File: config.mk
export PLATFORM = sky130hd
export DESIGN_NAME = tlv_control_payload_parser_flat
export DESIGN_NICKNAME = d
export VERILOG_FILES = /design/src/tlvp_pkg.sv /design/src/tlvp_channels.sv /design/src/tlv_control_payload_parser.sv /design/src/flat_wrapper.sv
export SDC_FILE = /design/constraint.sdc
export NUM_CORES = 1
export LEC_CHECK = 0
export ABC_AREA = 1
export BUFFER_PORTS_ARGS = -buffer_cell sky130_fd_sc_hd__buf_2
export CORE_ASPECT_RATIO = 0.5
export CORE_MARGIN = 8
export CORE_UTILIZATION = 60
export DETAILED_ROUTE_END_ITERATION = 12
export PLACE_DENSITY = 0.8
export SYNTH_ARGS = -nofsm -noshare
export SYNTH_HDL_FRONTEND = slang
export SYNTH_SLANG_ARGS = --single-unit
File: constraint.sdc
create_clock -name clock -period 6.32 [get_ports clock]
set_clock_uncertainty 0.15 [all_clocks]
set_input_delay 0 -clock clock [delete_from_list [all_inputs] [get_ports clock]]
set_output_delay 0 -clock clock [all_outputs]
set_load 0.005 [all_outputs]
File: src/tlvp_pkg.sv
`timescale 1ns / 1ps
`default_nettype none

package tlvp_pkg;

   // record header layout
   localparam logic [1:0]  HDR_TAG_POS   = 2'd0;
   localparam logic [1:0]  HDR_TYPE_POS  = 2'd1;
   localparam logic [1:0]  HDR_LEN_LO    = 2'd2;
   localparam logic [1:0]  HDR_LEN_HI    = 2'd3;

   // record codes that carry a captured value
   localparam logic [7:0]  TAG_CMD       = 8'h10;
   localparam logic [7:0]  TAG_RES_CMD   = 8'h20;
   localparam logic [7:0]  TAG_RES_CODE  = 8'h21;
   localparam logic [7:0]  TYPE_U16      = 8'h02;
   localparam logic [15:0] LEN_U16       = 16'd2;

   // parse modes
   localparam logic MODE_COMMAND = 1'b0;
   localparam logic MODE_RESULT  = 1'b1;

   typedef enum logic [1:0] {
      PHASE_HEADER = 2'd0,
      PHASE_VALUE  = 2'd1
   } phase_type;

   typedef enum logic [1:0] {
      KIND_NONE         = 2'd0,
      KIND_CMD_MODE_CMD = 2'd1,
      KIND_RES_MODE_CMD = 2'd2,
      KIND_RES_MODE_RES = 2'd3
   } kind_type;

   typedef enum logic [1:0] {
      ST_OK      = 2'd0,
      ST_TRUNC   = 2'd1,
      ST_MISSING = 2'd2
   } status_type;

endpackage

`default_nettype wire

File: src/tlvp_channels.sv
`timescale 1ns / 1ps
`default_nettype none

// payload byte channel
interface tlvp_req_if;
   logic       valid;
   logic       ready;
   logic [7:0] data_byte;
   logic       last_byte;

   modport source (output valid, output data_byte, output last_byte, input ready);
   modport sink   (input valid, input data_byte, input last_byte, output ready);
endinterface

// parse result channel
interface tlvp_rsp_if;
   logic        valid;
   logic        ready;
   logic [1:0]  status;
   logic [15:0] command_id;
   logic [15:0] reply_code;

   modport source (output valid, output status, output command_id, output reply_code,
                   input ready);
   modport sink   (input valid, input status, input command_id, input reply_code,
                   output ready);
endinterface

// mode register write channel
interface tlvp_csr_if;
   logic valid;
   logic ready;
   logic parse_mode;

   modport source (output valid, output parse_mode, input ready);
   modport sink   (input valid, input parse_mode, output ready);
endinterface

`default_nettype wire

File: src/tlv_control_payload_parser.sv
`timescale 1ns / 1ps
`default_nettype none
// latency: a result appears in the cycle after the final payload byte is transferred
// throughput: one payload byte per cycle; the per-byte header/value update is a
//   single register stage, and a held result stalls input only when not taken
// reset: synchronous, active high; clears parse state, result valid and mode (command)
module tlv_control_payload_parser (
   input  wire         clock,
   input  wire         reset,
   tlvp_req_if.sink    req_chan,
   tlvp_rsp_if.source  rsp_chan,
   tlvp_csr_if.sink    csr_chan
);

   // parse state
   logic                  parse_mode_ff, parse_mode_in;
   tlvp_pkg::phase_type   phase_ff, phase_in;
   logic [1:0]            header_count_ff, header_count_in;
   logic [7:0]            record_tag_ff, record_tag_in;
   logic [7:0]            record_type_ff, record_type_in;
   logic [15:0]           record_length_ff, record_length_in;
   logic [15:0]           value_remaining_ff, value_remaining_in;
   tlvp_pkg::kind_type    capture_kind_ff, capture_kind_in;
   logic [7:0]            value_low_byte_ff, value_low_byte_in;
   logic [15:0]           captured_command_ff, captured_command_in;
   logic [15:0]           captured_result_ff, captured_result_in;
   logic                  have_command_ff, have_command_in;
   logic                  have_result_ff, have_result_in;
   logic                  matched_done_ff, matched_done_in;

   // result register
   logic                  rsp_valid_ff, rsp_valid_in;
   tlvp_pkg::status_type  rsp_status_ff, rsp_status_in;
   logic [15:0]           rsp_command_ff, rsp_command_in;
   logic [15:0]           rsp_result_ff, rsp_result_in;

   logic                  req_xfer;
   logic                  emit;
   logic                  in_value;
   logic [15:0]           full_length;
   logic [15:0]           value_word;

   // input is taken whenever the result register is free or draining
   assign req_chan.ready = !rsp_valid_ff || rsp_chan.ready;
   assign req_xfer       = req_chan.valid && req_chan.ready;
   assign emit           = req_xfer && req_chan.last_byte;
   assign csr_chan.ready = 1'b1;

   assign in_value    = (phase_ff == tlvp_pkg::PHASE_VALUE) && (value_remaining_ff != 16'd0);
   assign full_length = {req_chan.data_byte, record_length_ff[7:0]};
   assign value_word  = {req_chan.data_byte, value_low_byte_ff};

   // mode register
   always_comb begin
      parse_mode_in = parse_mode_ff;
      if (csr_chan.valid) begin
         parse_mode_in = csr_chan.parse_mode;
      end
   end

   // per-byte record walk and result build
   always_comb begin
      phase_in            = phase_ff;
      header_count_in     = header_count_ff;
      record_tag_in       = record_tag_ff;
      record_type_in      = record_type_ff;
      record_length_in    = record_length_ff;
      value_remaining_in  = value_remaining_ff;
      capture_kind_in     = capture_kind_ff;
      value_low_byte_in   = value_low_byte_ff;
      captured_command_in = captured_command_ff;
      captured_result_in  = captured_result_ff;
      have_command_in     = have_command_ff;
      have_result_in      = have_result_ff;
      matched_done_in     = matched_done_ff;
      rsp_status_in       = rsp_status_ff;
      rsp_command_in      = rsp_command_ff;
      rsp_result_in       = rsp_result_ff;
      rsp_valid_in        = rsp_valid_ff && !rsp_chan.ready;

      if (req_xfer && !matched_done_ff) begin
         if (in_value) begin
            // value byte
            if ((value_remaining_ff == 16'd2) && (capture_kind_ff != tlvp_pkg::KIND_NONE)) begin
               value_low_byte_in = req_chan.data_byte;
            end
            value_remaining_in = value_remaining_ff - 16'd1;
            if (value_remaining_ff == 16'd1) begin
               case (capture_kind_ff)
                  tlvp_pkg::KIND_CMD_MODE_CMD: begin
                     captured_command_in = value_word;
                     have_command_in     = 1'b1;
                     matched_done_in     = 1'b1;
                  end
                  tlvp_pkg::KIND_RES_MODE_CMD: begin
                     captured_command_in = value_word;
                     have_command_in     = 1'b1;
                  end
                  tlvp_pkg::KIND_RES_MODE_RES: begin
                     captured_result_in = value_word;
                     have_result_in     = 1'b1;
                  end
                  default: begin
                  end
               endcase
               capture_kind_in = tlvp_pkg::KIND_NONE;
               phase_in        = tlvp_pkg::PHASE_HEADER;
            end
         end else begin
            // header byte
            unique case (header_count_ff)
               tlvp_pkg::HDR_TAG_POS: begin
                  record_tag_in   = req_chan.data_byte;
                  header_count_in = tlvp_pkg::HDR_TYPE_POS;
               end
               tlvp_pkg::HDR_TYPE_POS: begin
                  record_type_in  = req_chan.data_byte;
                  header_count_in = tlvp_pkg::HDR_LEN_LO;
               end
               tlvp_pkg::HDR_LEN_LO: begin
                  record_length_in = {8'd0, req_chan.data_byte};
                  header_count_in  = tlvp_pkg::HDR_LEN_HI;
               end
               default: begin
                  record_length_in   = full_length;
                  header_count_in    = tlvp_pkg::HDR_TAG_POS;
                  value_remaining_in = full_length;
                  capture_kind_in    = tlvp_pkg::KIND_NONE;
                  if ((record_type_ff == tlvp_pkg::TYPE_U16) &&
                      (full_length == tlvp_pkg::LEN_U16)) begin
                     if (parse_mode_ff == tlvp_pkg::MODE_COMMAND) begin
                        if (record_tag_ff == tlvp_pkg::TAG_CMD) begin
                           capture_kind_in = tlvp_pkg::KIND_CMD_MODE_CMD;
                        end
                     end else begin
                        if (record_tag_ff == tlvp_pkg::TAG_RES_CMD) begin
                           capture_kind_in = tlvp_pkg::KIND_RES_MODE_CMD;
                        end else if (record_tag_ff == tlvp_pkg::TAG_RES_CODE) begin
                           capture_kind_in = tlvp_pkg::KIND_RES_MODE_RES;
                        end
                     end
                  end
                  phase_in = (full_length != 16'd0) ? tlvp_pkg::PHASE_VALUE
                                                    : tlvp_pkg::PHASE_HEADER;
               end
            endcase
         end
      end

      // final byte: build result from updated state, then start a fresh payload
      if (emit) begin
         rsp_valid_in   = 1'b1;
         rsp_command_in = 16'd0;
         rsp_result_in  = 16'd0;
         if (parse_mode_ff == tlvp_pkg::MODE_COMMAND) begin
            if (matched_done_in) begin
               rsp_status_in  = tlvp_pkg::ST_OK;
               rsp_command_in = captured_command_in;
            end else if ((phase_in == tlvp_pkg::PHASE_VALUE) &&
                         (value_remaining_in != 16'd0)) begin
               rsp_status_in = tlvp_pkg::ST_TRUNC;
            end else begin
               rsp_status_in = tlvp_pkg::ST_MISSING;
            end
         end else begin
            if (!matched_done_in && (phase_in == tlvp_pkg::PHASE_VALUE) &&
                (value_remaining_in != 16'd0)) begin
               rsp_status_in = tlvp_pkg::ST_TRUNC;
            end else if (have_command_in && have_result_in) begin
               rsp_status_in  = tlvp_pkg::ST_OK;
               rsp_command_in = captured_command_in;
               rsp_result_in  = captured_result_in;
            end else begin
               rsp_status_in = tlvp_pkg::ST_MISSING;
            end
         end

         phase_in            = tlvp_pkg::PHASE_HEADER;
         header_count_in     = tlvp_pkg::HDR_TAG_POS;
         record_tag_in       = 8'd0;
         record_type_in      = 8'd0;
         record_length_in    = 16'd0;
         value_remaining_in  = 16'd0;
         capture_kind_in     = tlvp_pkg::KIND_NONE;
         value_low_byte_in   = 8'd0;
         captured_command_in = 16'd0;
         captured_result_in  = 16'd0;
         have_command_in     = 1'b0;
         have_result_in      = 1'b0;
         matched_done_in     = 1'b0;
      end
   end

   // control and parse state registers
   always_ff @(posedge clock) begin
      if (reset) begin
         parse_mode_ff       <= tlvp_pkg::MODE_COMMAND;
         phase_ff            <= tlvp_pkg::PHASE_HEADER;
         header_count_ff     <= tlvp_pkg::HDR_TAG_POS;
         record_tag_ff       <= 8'd0;
         record_type_ff      <= 8'd0;
         record_length_ff    <= 16'd0;
         value_remaining_ff  <= 16'd0;
         capture_kind_ff     <= tlvp_pkg::KIND_NONE;
         value_low_byte_ff   <= 8'd0;
         captured_command_ff <= 16'd0;
         captured_result_ff  <= 16'd0;
         have_command_ff     <= 1'b0;
         have_result_ff      <= 1'b0;
         matched_done_ff     <= 1'b0;
         rsp_valid_ff        <= 1'b0;
      end else begin
         parse_mode_ff       <= parse_mode_in;
         phase_ff            <= phase_in;
         header_count_ff     <= header_count_in;
         record_tag_ff       <= record_tag_in;
         record_type_ff      <= record_type_in;
         record_length_ff    <= record_length_in;
         value_remaining_ff  <= value_remaining_in;
         capture_kind_ff     <= capture_kind_in;
         value_low_byte_ff   <= value_low_byte_in;
         captured_command_ff <= captured_command_in;
         captured_result_ff  <= captured_result_in;
         have_command_ff     <= have_command_in;
         have_result_ff      <= have_result_in;
         matched_done_ff     <= matched_done_in;
         rsp_valid_ff        <= rsp_valid_in;
      end
   end

   // result payload register
   always_ff @(posedge clock) begin
      rsp_status_ff  <= rsp_status_in;
      rsp_command_ff <= rsp_command_in;
      rsp_result_ff  <= rsp_result_in;
   end

   assign rsp_chan.valid      = rsp_valid_ff;
   assign rsp_chan.status     = rsp_status_ff;
   assign rsp_chan.command_id = rsp_command_ff;
   assign rsp_chan.reply_code = rsp_result_ff;

endmodule

`default_nettype wire
File: src/flat_wrapper.sv
// flat-port wrapper written by rule: the top's interface ports become plain ports
module tlv_control_payload_parser_flat 
  (clock, reset, req_chan_valid, req_chan_data_byte, req_chan_last_byte, req_chan_ready, rsp_chan_valid, rsp_chan_status, rsp_chan_command_id, rsp_chan_reply_code, rsp_chan_ready, csr_chan_valid, csr_chan_parse_mode, csr_chan_ready);
  tlvp_req_if req_chan_i ();
  tlvp_rsp_if rsp_chan_i ();
  tlvp_csr_if csr_chan_i ();
  input  wire clock;
  input  wire reset;
  input wire logic [$bits(req_chan_i.valid)-1:0] req_chan_valid;
  input wire logic [$bits(req_chan_i.data_byte)-1:0] req_chan_data_byte;
  input wire logic [$bits(req_chan_i.last_byte)-1:0] req_chan_last_byte;
  output wire logic [$bits(req_chan_i.ready)-1:0] req_chan_ready;
  output wire logic [$bits(rsp_chan_i.valid)-1:0] rsp_chan_valid;
  output wire logic [$bits(rsp_chan_i.status)-1:0] rsp_chan_status;
  output wire logic [$bits(rsp_chan_i.command_id)-1:0] rsp_chan_command_id;
  output wire logic [$bits(rsp_chan_i.reply_code)-1:0] rsp_chan_reply_code;
  input wire logic [$bits(rsp_chan_i.ready)-1:0] rsp_chan_ready;
  input wire logic [$bits(csr_chan_i.valid)-1:0] csr_chan_valid;
  input wire logic [$bits(csr_chan_i.parse_mode)-1:0] csr_chan_parse_mode;
  output wire logic [$bits(csr_chan_i.ready)-1:0] csr_chan_ready;
  assign req_chan_i.valid = req_chan_valid;
  assign req_chan_i.data_byte = req_chan_data_byte;
  assign req_chan_i.last_byte = req_chan_last_byte;
  assign req_chan_ready = req_chan_i.ready;
  assign rsp_chan_valid = rsp_chan_i.valid;
  assign rsp_chan_status = rsp_chan_i.status;
  assign rsp_chan_command_id = rsp_chan_i.command_id;
  assign rsp_chan_reply_code = rsp_chan_i.reply_code;
  assign rsp_chan_i.ready = rsp_chan_ready;
  assign csr_chan_i.valid = csr_chan_valid;
  assign csr_chan_i.parse_mode = csr_chan_parse_mode;
  assign csr_chan_ready = csr_chan_i.ready;
  tlv_control_payload_parser u_core (.clock(clock), .reset(reset), .req_chan(req_chan_i), .rsp_chan(rsp_chan_i), .csr_chan(csr_chan_i));
endmodule
==> After elaboration in Yosys (flattened, before gate mapping) <==
Index checks and enable logic that the tools add are counted.
{ "classes": {"add_sub_neg": 1, "mul": 0, "div_mod_pow": 0, "order_cmp": 0, "eq_ne": 16, "shift": 0, "n_mux": 48, "n_bitwise": 4, "n_reduce_logical": 32} }
{ "ops": {"columns": ["op", "count"], "rows": [
  ["2-to-1 mux 16 bit", 15],
  ["nonzero test 16 bit", 3],
  ["equality test 16 x 2 -> 1 bit, second input constant", 2],
  ["2-to-1 mux 2 bit", 16],
  ["equality test 16 x 1 -> 1 bit, second input constant", 1],
  ["equality test 8 x 6 -> 1 bit, second input constant", 2],
  ["case mux 8 bit (2 select lines)", 1],
  ["subtractor 16 x 1 -> 16 bit, second input constant", 1],
  ["2-to-1 mux 1 bit", 15],
  ["AND reduction 3 bit", 4],
  ["logical AND 1 bit", 11],
  ["equality test 2 x 1 -> 1 bit, second input constant", 4],
  ["equality test 8 x 2 -> 1 bit, second input constant", 1],
  ["equality test 8 x 5 -> 1 bit, second input constant", 1],
  ["equality test 2 bit, second input constant", 3],
  ["case mux 2 bit (3 select lines)", 1],
  ["OR reduction 2 bit", 3],
  ["OR reduction 3 bit", 2],
  ["zero test 1 bit", 4],
  ["inverter 1 bit", 4],
  ["AND reduction 4 bit", 1],
  ["zero test 2 bit", 1],
  ["!= test 2 x 1 -> 1 bit, second input constant", 1],
  ["!= test 2 bit, second input constant", 1],
  ["3 further kinds", 3]
]} }
{ "totals": {"reg_bits": 125, "latchBits": 0, "ram_bits": 0, "romBits": 0, "inputBits": 15, "out_inout_bits": 37, "wordCells": 119, "memories": 0} }

==> Logic depth before layout (Yosys ltp) <==
Gate-level depths: netlist (run 1).
{ "logic_depth": {"ltp_word": 10, "depth_mapped": 19, "mapped_depth_nobuf": 18} }

==> Worst setup path after synthesis (run 1) <==
No wires, ideal clock.
{ "synth_path": {"path_kind": "register -> register", "startpoint": "register u_core.rsp_valid_ff (netlist: u_core.rsp_chan.valid)", "endpoint": "register u_core.rsp_command_ff[0] (netlist: u_core.rsp_chan.command_id[0]) (enable)", "setup_ps": 425, "arrival_time_ps": 1948, "setup_slack_ps": 3797, "stages_incl_launch_ff": 4, "n_path_buf": 0, "period_less_slack_ps": 2523, "path_cell_list": "dfxtp_1 -> nand2_2 -> nand2_1 -> nor2_1"} }
{ "synth_between": {"elab_chain_cells": 4} }
{ "synth_rtl": {"columns": ["element", "line", "source"], "rows": [
  ["start, declared", "tlv_control_payload_parser.sv:32", "logic rsp_valid_ff, rsp_valid_in;"],
  ["start signal, assigned", "tlv_control_payload_parser.sv:227", "rsp_valid_ff <= rsp_valid_in;"],
  ["zero test 1 bit", "tlv_control_payload_parser.sv:44", "assign req_chan.ready = !rsp_valid_ff || rsp_chan.ready;"],
  ["logical OR 1 bit", "tlv_control_payload_parser.sv:44", null],
  ["net req_chan_ready", "flat_wrapper.sv:12", "output wire logic [$bits(req_chan_i.ready)-1:0] req_chan_ready;"],
  ["logical AND 1 bit", "tlv_control_payload_parser.sv:45", "assign req_xfer = req_chan.valid && req_chan.ready;"],
  ["logical AND 1 bit", "tlv_control_payload_parser.sv:46", "assign emit = req_xfer && req_chan.last_byte;"],
  ["net u_core.emit", "tlv_control_payload_parser.sv:38", "logic emit;"],
  ["end signal, assigned", "tlv_control_payload_parser.sv:234", "rsp_command_ff <= rsp_command_in;"],
  ["end, declared", "tlv_control_payload_parser.sv:34", "logic [15:0] rsp_command_ff, rsp_command_in;"]
]} }
The timed path passes the listed nets, and every way through them passes these cells.
A chain may end at the register's enable or synchronous reset.

==> Worst setup path after layout (run 1) <==
{ "layout_path": {"startpoint": "register u_core.rsp_valid_ff (netlist: u_core.rsp_chan.valid)", "endpoint": "register u_core.rsp_result_ff[5] (netlist: u_core.rsp_chan.reply_code[5]), data pin"} }
{ "layout_between": {"elab_chain_cells": 9, "elab_cells_between_ends": 18} }
{ "layout_rtl": {"columns": ["element", "line", "source"], "rows": [
  ["zero test 1 bit (*)", "tlv_control_payload_parser.sv:44", null],
  ["logical OR 1 bit (*)", "tlv_control_payload_parser.sv:44", null],
  ["logical AND 1 bit (*)", "tlv_control_payload_parser.sv:45", null],
  ["logical AND 1 bit (*)", "tlv_control_payload_parser.sv:81", "if (req_xfer && !matched_done_ff) begin"],
  ["2-to-1 mux 2 bit / 2-to-1 mux 1 bit (equally long branches)", "tlv_control_payload_parser.sv:81", null],
  ["equality test 2 x 1 -> 1 bit / zero test 1 bit (equally long branches)", "tlv_control_payload_parser.sv:166", "if (!matched_done_in && (phase_in == tlvp_pkg::PHASE_VALUE) &&"],
  ["logical AND 1 bit (2 in a row)", "tlv_control_payload_parser.sv:166", null],
  ["OR reduction 3 bit (no line)", null, null],
  ["end signal, assigned", "tlv_control_payload_parser.sv:235", "rsp_result_ff <= rsp_result_in;"],
  ["end, declared", "tlv_control_payload_parser.sv:35", "logic [15:0] rsp_result_ff, rsp_result_in;"]
]} }
Every way passes the cells marked *; elsewhere a longest branch is shown, timed or not.

==> results.yml, run 1 <==
synth:
  yosysUniqueCellTypes: 33
  synth-seq-area-share_pct: 48.0
  syn_inst: 761
  syn_nets: 786
  ys_ff_latch: 125
  avgSynthCellArea_um2: 7.78
  syn_area_um2: 5920
  yosysWarnings: 0
power_and_ir_drop:
  power_density_nw_per_um2: 291
  p_leak_nw: 3.10
  peakVddDrop_uv: 207
worst_setup_path:
  critPathMaxFanout: 24
  regToRegStartpoint: "u_core.rsp_chan.valid"
  crit_type: "flop to flop"
  cp_data_arrival_time_ns: 3.41
  startpoint: "u_core.rsp_chan.valid"
  r2r_cells: 10
  endpoint: "u_core.rsp_chan.reply_code[5]"
  start_kind: "flop"
  r2r_end: "u_core.rsp_chan.reply_code[5]"
  endpoint_kind: "flop"
  crit_required_ns: 6.45
  r2r_setup_slack_ns: 3.04
cells_and_area:
  num_antenna_cells: 0
  multi_input_area_um2: 2640
  final_cell_mix: "nand2_1, nor2_1, dfxtp_1, inv_1, a21oi_1"
  nets: 835
  final_common_cell: "nand2_1"
  fin_cells: 958
  regArea_um2: 2840
  fillCellCount: 727
  syn2layout_area_growth_pct: 16.8
  drive_gt1_share_pct: 14.3
floorplanning:
  rows: 25
  core_um2: 9510
  die_h_um: 86.2
  dieArea_um2: 13500
  io_pins: 52
  initial_core_util_pct: 62.2
  die_w_um: 156
routing:
  routed_wl_um: 15100
  vias: 5283
  ant_nets: 0
  dr.pass1.iters: 5
  wl_per_cell_um: 15.8
  drcViolationCount: 0
  drtIter0Drc: 536
  vias_per_cell: 5.51
clock_tree:
  ctsResizeCount: 0
  post_cts_buffers: 0
  clk_pin_slew_ns: 0.06
  cts_tree: "built"
  clock_sinks: 125
  cts_buffers: 17
  hold_buffers: 13
  clockRootBuffer: "clkbuf_16"
  htreeDepth: 4
  clock_latency_ns: 0.42
  clockBufferDepth: 2
placed_design:
  dp.cells: 913
  dp_hpwl_um: 9690
  port_buffers: 50
  gp_congestion: 0.981
sta:
  slew_headroom_pct: 27.1
  max_slew.worst_pin.slew_ns: 1.09
  max_freq_mhz: 305
  drv_slew: 0
  setup-violations-final: 0
  rsz0062_at_grt: "false"
  fin_crit_ns: 3.28
  setup_tns_ns: 0
  final-hold-violation-count: 0
  fin_crit_sh_pct: 51.9
job:
  cap_violations: 0
global_routing:
  grt-ovfl-total: 0
  grt_usage_pct: 23.0
  grt_max_degree: 61
  grt_first_pass_wirelength_um: 24500
  antenna_found_initial: 0
  grt_pass1_vias: 4958
worst_hold_path:
  hp-class: "input pin to flop"
  hp-start: "req_chan_last_byte"
run_status:
  status: "finished clean"
[cells in the mapped netlist, drive strengths merged]
| cell | number | area [µm²] |
|---|---|---|
| nand2 | 156 | 638 |
| nor2 | 153 | 641 |
| dfxtp | 91 | 1820 |
| inv | 75 | 282 |
| a21oi | 52 | 264 |
| nand3 | 51 | 265 |
| o21ai | 48 | 240 |
| edfxtp | 34 | 1020 |
| mux2i | 26 | 260 |
| clkbuf | 23 | 86.3 |
| buf | 12 | 78.8 |
| nand4 | 12 | 75.1 |
| ha | 10 | 125 |
| nor3 | 4 | 20.0 |
| nor4 | 4 | 25.0 |
| xor2 | 4 | 35.0 |
| a211oi | 2 | 15.0 |
| a22o | 1 | 8.76 |
| a31oi | 1 | 6.26 |
| conb | 1 | 3.75 |
| o22ai | 1 | 6.26 |
[cell families (layout without fill, tap and decap cells)]
| group | after synthesis | after routing | synth area share (%) |
|---|---|---|---|
| simple gates | 380 | 380 | 28.1 |
| flops | 125 | 125 | 48.0 |
| buf+inv | 110 | 172 | 7.55 |
| compound gates | 105 | 105 | 9.13 |
| mux | 26 | 26 | 4.40 |
| fa+ha+maj | 10 | 10 | 2.11 |
| xor+xnor | 4 | 4 | 0.592 |
| other cells | 1 | 1 | 0.0634 |
[flip-flops by register name, summed over array words and instances, names as in the netlist, 8 cells and up]
register and cells:
u_core.captured_command_ff 16, u_core.captured_result_ff 16, u_core.record_length_ff 8, u_core.record_tag_ff 8
u_core.record_type_ff 8, u_core.rsp_chan.command_id 16, u_core.rsp_chan.reply_code 16, u_core.value_low_byte_ff 8
u_core.value_remaining_ff 16
[through the flow]
step | hold slack [ns] | worst slack, ns | power (W) | instance area, µm² | util (%)
finish | 0.185 | 3.04 | 0.00201 | 6910 | 72.7
global placement | 0.0284 | 3.23 | 0.00106 | 6200 | 65.2
floorplan | -0.0776 | 3.80 | 0.00101 | 5920 | -
CTS | 0.184 | 3.04 | 0.00201 | 6910 | 72.7
global route | 0.214 | 2.79 | 0.00207 | 6910 | 72.7
detailed placement | 0.0337 | 3.09 | 0.00106 | 6200 | 65.2
[how the worst min path moves through the flow]
stage                                                end  slack, ns  cells past startpoint
after CTS                           u_core.parse_mode_ff       0.18                      4
after detailed placement            u_core.parse_mode_ff       0.03                      2
after global routing       u_core.rsp_chan.reply_code[7]       0.21                      4
after floorplan                     u_core.parse_mode_ff      -0.08                      1
final                     u_core.rsp_chan.command_id[13]       0.19                      4
after global placement              u_core.parse_mode_ff       0.03                      2
[layer usage]
metal | vias to the layer above | wire length, µm | GRT usage, %
li1 | 2574 | - | -
met4 | 0 | 382 | 10.6
met5 | - | 0 | 0
met1 | 2412 | 6330 | 28.2
met2 | 249 | 7180 | 38.2
met3 | 48 | 1250 | 5.26
[critical path, cell delays in order (launching register included)]
cell and delay (ns):
dfxtp_1 0.31, nand2_2 0.10, nand3_2 0.29, inv_2 0.39, nand3_2 0.24, nor2_4 0.20
nand2_2 0.35, a22o_1 0.57, nor2_4 0.21, nand2_4 0.17, nor2_1 0.14
[final cells by class]
| class | count | area share [%] |
|---|---|---|
| repair buffers | 65 | 5.72 |
| multi-input cells | 526 | 38.2 |
| clock buffers | 17 | 6.15 |
| clock inverters | 15 | 2.24 |
| inverters | 75 | 4.07 |
| flip-flops and latches | 125 | 41.1 |
| well taps | 135 | 2.44 |
[power by group]
| part | total (W) | internal, W | switching, W |
|---|---|---|---|
| combinational | 0.000201 | 0.0000636 | 0.000137 |
| clock | 0.000958 | 0.000555 | 0.000403 |
| sequential | 0.000855 | 0.000842 | 0.0000133 |
| total | 0.00201 | 0.00146 | 0.000553 |
Note: power is estimated with default switching activity, not from simulation.
==> run 2: changes to the inputs <==
Settings changed: ABC_AREA 1 to 0, CORE_UTILIZATION 60 to 53, PLACE_DENSITY 0.8 to 0.75.
Clock period 6.32 ns to 2.85 ns, I/O delays scaled along.
==> run 2 against run 1 <==
Compared with the run above:
- fmax grew 7.8%
- combinational power grew to 2.6 times the previous value
- critical endpoint is now u_core.rsp_chan.reply_code[10]
- the run now ends with setup timing left
- register-to-register slack lost 3.2 ns
- non-clock buffer count grew 109
- area after synthesis shrank 4.2%
- first-iteration DRC count grew 6.9%
- critical path depth is the same
- final area grew 12%
- worst hold slack lost 0.13 ns
==> results.yml, run 2 <==
synth:
  syn_inst: 588
  avgSynthCellArea_um2: 9.65
  synth.most_common_cell: "nor2_1"
  yosysUniqueCellTypes: 63
  synth-seq-area-share_pct: 50.1
  synth_area_leader_cell: "dfxtp_1"
  yosysWarnings: 0
  netlist_top_cells_area: "dfxtp_1, edfxtp_1, mux2i_1"
  yosys.area.top_type_share_pct: 32.1
  synthTopCellsByCount: "nor2_1, dfxtp_1, mux2i_1, nand2_1, edfxtp_1"
  syn_nets: 613
  ys.flop_type: "dfxtp_1"
  synth_async_sr_flop_share_pct: 0
  synth_edf_count: 34
  syn_area_um2: 5670
  ys_ff_latch: 125
placed_design:
  port_buffers: 50
  gp_congestion: 0.951
  dp.cells: 850
  dp_hpwl_um: 12300
worst_setup_path:
  start_kind: "flop"
  crit_cells: 10
  r2r_cells: 10
  max_stage_delay_ns: 0.58
  path_cells: "or4_4 > nor4_4 > buf_6 > nor2_4 > or4_4 > a31oi_4 > and4_4 > a21oi_4 > buf_12 > nor3_4"
  endpoint_kind: "flop"
  critPathMaxFanout: 18
  critPathTopFamily: "simple AND/OR/NAND/NOR gates"
  crit_top_cell: "or4_4"
  crit_type: "flop to flop"
  cp_data_arrival_time_ns: 3.16
  critPathBufInv: 2
  crit_required_ns: 2.97
  crit_slowest_cell: "or4_4"
cells_and_area:
  final_cell_mix: "buf_4, nor2_1, dfxtp_1, mux2i_1, buf_2"
  fin_cells: 897
  final_common_cell: "buf_4"
  drive_gt1_share_pct: 32.9
  num_antenna_cells: 0
  nets: 769
  syn2layout_area_growth_pct: 36.8
worst_hold_path:
  hp-class: "input pin to flop"
  holdPathStages: 5
power_and_ir_drop:
  p_leak_nw: 3.34
  p_total_w: 0.00467
  power_density_nw_per_um2: 602
  peakVddDrop_uv: 362
routing:
  drtIter0Drc: 573
  vias: 5220
  ant_nets: 0
  drcViolationCount: 0
  vias_per_cell: 5.82
  dr.pass1.iters: 6
  routed_wl_um: 18200
  wl_per_cell_um: 20.3
sta:
  fin_crit_sh_pct: 107
  finalWorstSetupSlack_ns: -0.193
  slew_headroom_pct: 59.1
  rsz0062_at_grt: "true"
  setup-violations-final: 34
  fin_crit_ns: 3.04
  drv_slew: 0
  final-hold-violation-count: 0
  max_slew.worst_pin.slew_ns: 0.613
  max_freq_mhz: 329
  setup_tns_ns: -5.11
clock_tree:
  clockBufferDepth: 2
  clk_pin_slew_ns: 0.06
  clock_sinks: 125
  clock_latency_ns: 0.42
  htreeDepth: 4
  cts_tree: "built"
  cts_buffers: 17
  clockRootBuffer: "clkbuf_16"
run_status:
  status: "complete, but fails checks"
  violations: "setup timing"
floorplanning:
  dieArea_um2: 14500
  initial_core_util_pct: 55.0
  die_w_um: 162
  die_h_um: 89.2
  rows: 26
  io_pins: 52
  core_um2: 10300
global_routing:
  grt_first_pass_wirelength_um: 28500
  grt-ovfl-total: 0
  grt_max_degree: 36
  grt_pass1_vias: 5261
  grt_usage_pct: 25.7
  antenna_found_initial: 0
job:
  cap_violations: 0
==> run 2: worst register-to-register path, cell delays in order (launching register included) <==
cell     delay, ns
dfxtp_2       0.33
or4_4         0.58
nor4_4        0.32
buf_6         0.17
nor2_4        0.06
or4_4         0.45
a31oi_4       0.16
and4_4        0.27
a21oi_4       0.07
buf_12        0.16
nor3_4        0.16
==> run 2: metal layers <==
metal	global-route usage, %	wire length (µm)	vias to the layer above
met5	0	0	-
met4	8.84	307	0
met3	6.71	1370	32
met2	43.6	8630	218
met1	31.5	7900	2529
li1	-	-	2441
==> run 2: logic make-up (layout without fill, tap and decap cells) <==
| group | count (synthesis) | after routing | share of synthesized area (%) |
|---|---|---|---|
| multiplexers | 58 | 58 | 10.2 |
| AO/OA/AOI/OAI | 90 | 90 | 10.7 |
| buffers and inverters | 49 | 218 | 3.84 |
| AND/OR/NAND/NOR | 253 | 253 | 22.5 |
| adder cells (fa/ha/maj) | 10 | 10 | 2.21 |
| flip-flops | 125 | 125 | 50.1 |
| other | 1 | 1 | 0.0661 |
| XOR/XNOR | 2 | 2 | 0.309 |
==> run 2: layout make-up <==
class | instances | area [µm²]
clock buffer | 18 | 429
clock inverter | 14 | 181
fill | 698 | 2550
inverter | 12 | 47.5
multi-input combinational | 414 | 2800
sequential | 125 | 2850
tap | 140 | 175
timing repair buffer | 174 | 1280
==> run 2: worst paths after layout <==
| kind | slack, ns | to | startpoint |
|---|---|---|---|
| max | -0.19 | u_core.rsp_chan.reply_code[10] | u_core.value_remaining_ff[7] |
| min | 0.05 | u_core.matched_done_ff | req_chan_valid |
| max reg2reg | -0.19 | u_core.rsp_chan.reply_code[10] | u_core.value_remaining_ff[7] |
| min reg2reg | 0.31 | u_core.record_tag_ff[3] | u_core.record_tag_ff[3] |
==> run 2: per-stage QoR <==
stage / instance area [µm²] / utilization (%) / hold WS [ns] / worst slack [ns]
after floorplan: 5710 / - / -0.0809 / -0.220
after global placement: 6830 / 66.2 / 0.0523 / -0.201
after detailed placement: 6830 / 66.2 / 0.0539 / -0.283
after CTS: 7600 / 73.7 / 0.0256 / -0.223
after global routing: 7760 / 75.2 / 0.0904 / -0.265
final: 7760 / 75.2 / 0.0522 / -0.193
==> run 2: timing repair <==
item / in CTS / in global routing
setup buffers: 0 / 3
endpoints found under the hold margin: 59 / 0
endpoints found under the setup margin: 34 / 35
hold buffers: 12 / 0
gates resized for setup: 9 / 30
pin swaps: 1 / 8
==> run 2: power breakdown <==
group	internal [W]	total, W	leakage (nW)	switching [W]
Combinational	0.000237	0.000521	2.01	0.000284
Clock	0.00139	0.00226	0.302	0.000868
Sequential	0.00186	0.00189	1.03	0.0000245
==> run 3: changes to the inputs <==
--- a/config.mk
+++ b/config.mk
@@ -13,4 +13,5 @@
 export DETAILED_ROUTE_END_ITERATION = 12
 export PLACE_DENSITY = 0.75
+export SLEW_MARGIN = 5
 export SYNTH_ARGS = -nofsm -noshare
 export SYNTH_HDL_FRONTEND = slang
==> constraint.sdc (replaced) <==
create_clock -name clock -period 2.85 [get_ports clock]
set_clock_uncertainty 0.15 [all_clocks]
set_input_delay 0.4275 -clock clock [delete_from_list [all_inputs] [get_ports clock]]
set_output_delay 0.4275 -clock clock [all_outputs]
set_load 0.005 [all_outputs]
==> run 3 against run 2 <==
Compared with the run above:
- the flow still finishes with violations (setup timing)
- critical path type unchanged
- final area rose by 0.84%
- count of clock-buffer cells in the layout did not move
- register-to-register slack worse by 0.05 ns
- power is 3.8% lower
- largest power group unchanged
- sequential power barely moved
==> results.yml, run 3 (synthesis results as in run 2) <==
routing:
  drcViolationCount: 0
  drtIter0Drc: 429
  ant_nets: 0
  vias_per_cell: 6.02
  vias: 5375
  routed_wl_um: 18000
  wl_per_cell_um: 20.1
  dr.pass1.iters: 5
sta:
  fin_crit_sh_pct: 108
  rsz0062_at_grt: "true"
  fin_crit_ns: 3.09
  setup-violations-final: 34
  final-hold-violation-count: 0
  holdWs_ns: 0.0661
  finalWorstSetupSlack_ns: -0.240
  slew_headroom_pct: 64.2
  max_freq_mhz: 324
  max_slew.worst_pin.slew_ns: 0.536
  drv_slew: 0
clock_tree:
  clock_latency_ns: 0.41
  cts_buffers: 17
  clock_sinks: 125
  htreeDepth: 4
  cts_tree: "built"
  clockBufferDepth: 2
  clockRootBuffer: "clkbuf_16"
  clk_pin_slew_ns: 0.06
floorplanning:
  dieArea_um2: 14500
  die_h_um: 89.2
  die_w_um: 162
  rows: 26
  initial_core_util_pct: 55.0
  io_pins: 52
  core_um2: 10300
cells_and_area:
  fillCellCount: 645
  fin_cells: 893
  num_antenna_cells: 0
  drive_gt1_share_pct: 37.5
  nets: 765
  final_cell_mix: "buf_4, nor2_1, dfxtp_1, mux2i_1, buf_2"
  final_common_cell: "buf_4"
  syn2layout_area_growth_pct: 37.9
power_and_ir_drop:
  p_total_w: 0.00449
  peakVddDrop_uv: 429
  power_density_nw_per_um2: 574
  p_leak_nw: 3.29
global_routing:
  antenna_found_initial: 0
  grt_first_pass_wirelength_um: 27700
  grt-ovfl-total: 0
  grt_pass1_vias: 5190
  grt_max_degree: 52
  grt_usage_pct: 24.8
worst_setup_path:
  cp_data_arrival_time_ns: 3.09
  endpoint_kind: "flop"
  crit_required_ns: 2.85
  crit_type: "flop to flop"
  critPathMaxFanout: 5
  start_kind: "flop"
placed_design:
  port_buffers: 50
  gp_congestion: 1.05
  dp.cells: 852
  dp_hpwl_um: 11800
run_status:
  status: "complete, but fails checks"
  violations: "setup timing"
worst_hold_path:
  hp-class: "input pin to flop"
job:
  cap_violations: 0
## run 3: changes by cell type in the layout (fill, tap and decap cells not counted), moves of 3 or more
cell / change
buf_4: +4
buf_6: +4
dlygate4sd3_1: -12
mux2i_1: -6
mux2i_2: +4
nor2_1: -5
nor2_2: +5
nor3_1: -5
nor3_2: +3
nor4_1: -3
## run 3: final cells by class
cell class | instances | area (µm²) | share of cell area [%]
multi-input combinational | 414 | 2950 | 37.7
timing repair buffer | 170 | 1240 | 15.9
clock buffer | 18 | 429 | 5.49
sequential | 125 | 2850 | 36.4
tap | 140 | 175 | 2.24
inverter | 12 | 47.5 | 0.608
clock inverter | 14 | 134 | 1.71
## run 3: routing by layer
| layer | GRT usage [%] | share of wire, % |
|---|---|---|
| met4 | 11.0 | 3.1 |
| met1 | 30.5 | 40 |
| met2 | 40.8 | 47 |
| met5 | 0 | 0 |
| met3 | 6.76 | 10 |
## run 3: worst max-delay path, cell delays in order (launching register included)
cell and delay [ns]:
dfxtp_1 0.34, buf_4 0.15, nor4_2 0.26, buf_4 0.16, nand2_1 0.12, or4_4 0.52
a31oi_2 0.31, a31oi_4 0.04, and4_4 0.16, buf_6 0.11, a21oi_4 0.25, clkbuf_16 0.21
nor3_4 0.04
## run 3: power breakdown
group          internal, W  switching (W)  total, W
clock network      0.00122       0.000863   0.00208
logic             0.000232       0.000294  0.000526
registers          0.00186      0.0000221   0.00188
## run 3: what timing repair did
action	in CTS	in global routing
buffers inserted	2	5
hold buffers	0	0
pin swaps	0	12
resized for setup	25	52
cloned	1	1
setup endpoints to repair	40	38
## run 3: worst paths after layout
kind,slack [ns],end,start,cells past startpoint
worst max-delay path,-0.24,u_core.rsp_chan.reply_code[13],u_core.value_remaining_ff[10],12
worst max register to register,-0.24,u_core.rsp_chan.reply_code[13],u_core.value_remaining_ff[10],12
worst min register to register,0.31,u_core.record_type_ff[5],u_core.record_type_ff[5],2
worst min-delay path,0.07,u_core.rsp_chan.valid,reset,2
## run 3: stage by stage
step	TNS [ns]	instance area [µm²]	setup WS, ns	utilization [%]
final	-6.59	7820	-0.240	75.9
after global routing	-10.0	7820	-0.338	75.9
after CTS	-4.22	7540	-0.177	73.1
after detailed placement	-7.22	6830	-0.270	66.3
after global placement	-5.55	6830	-0.239	66.3
after floorplan	-4.93	5710	-0.220	-
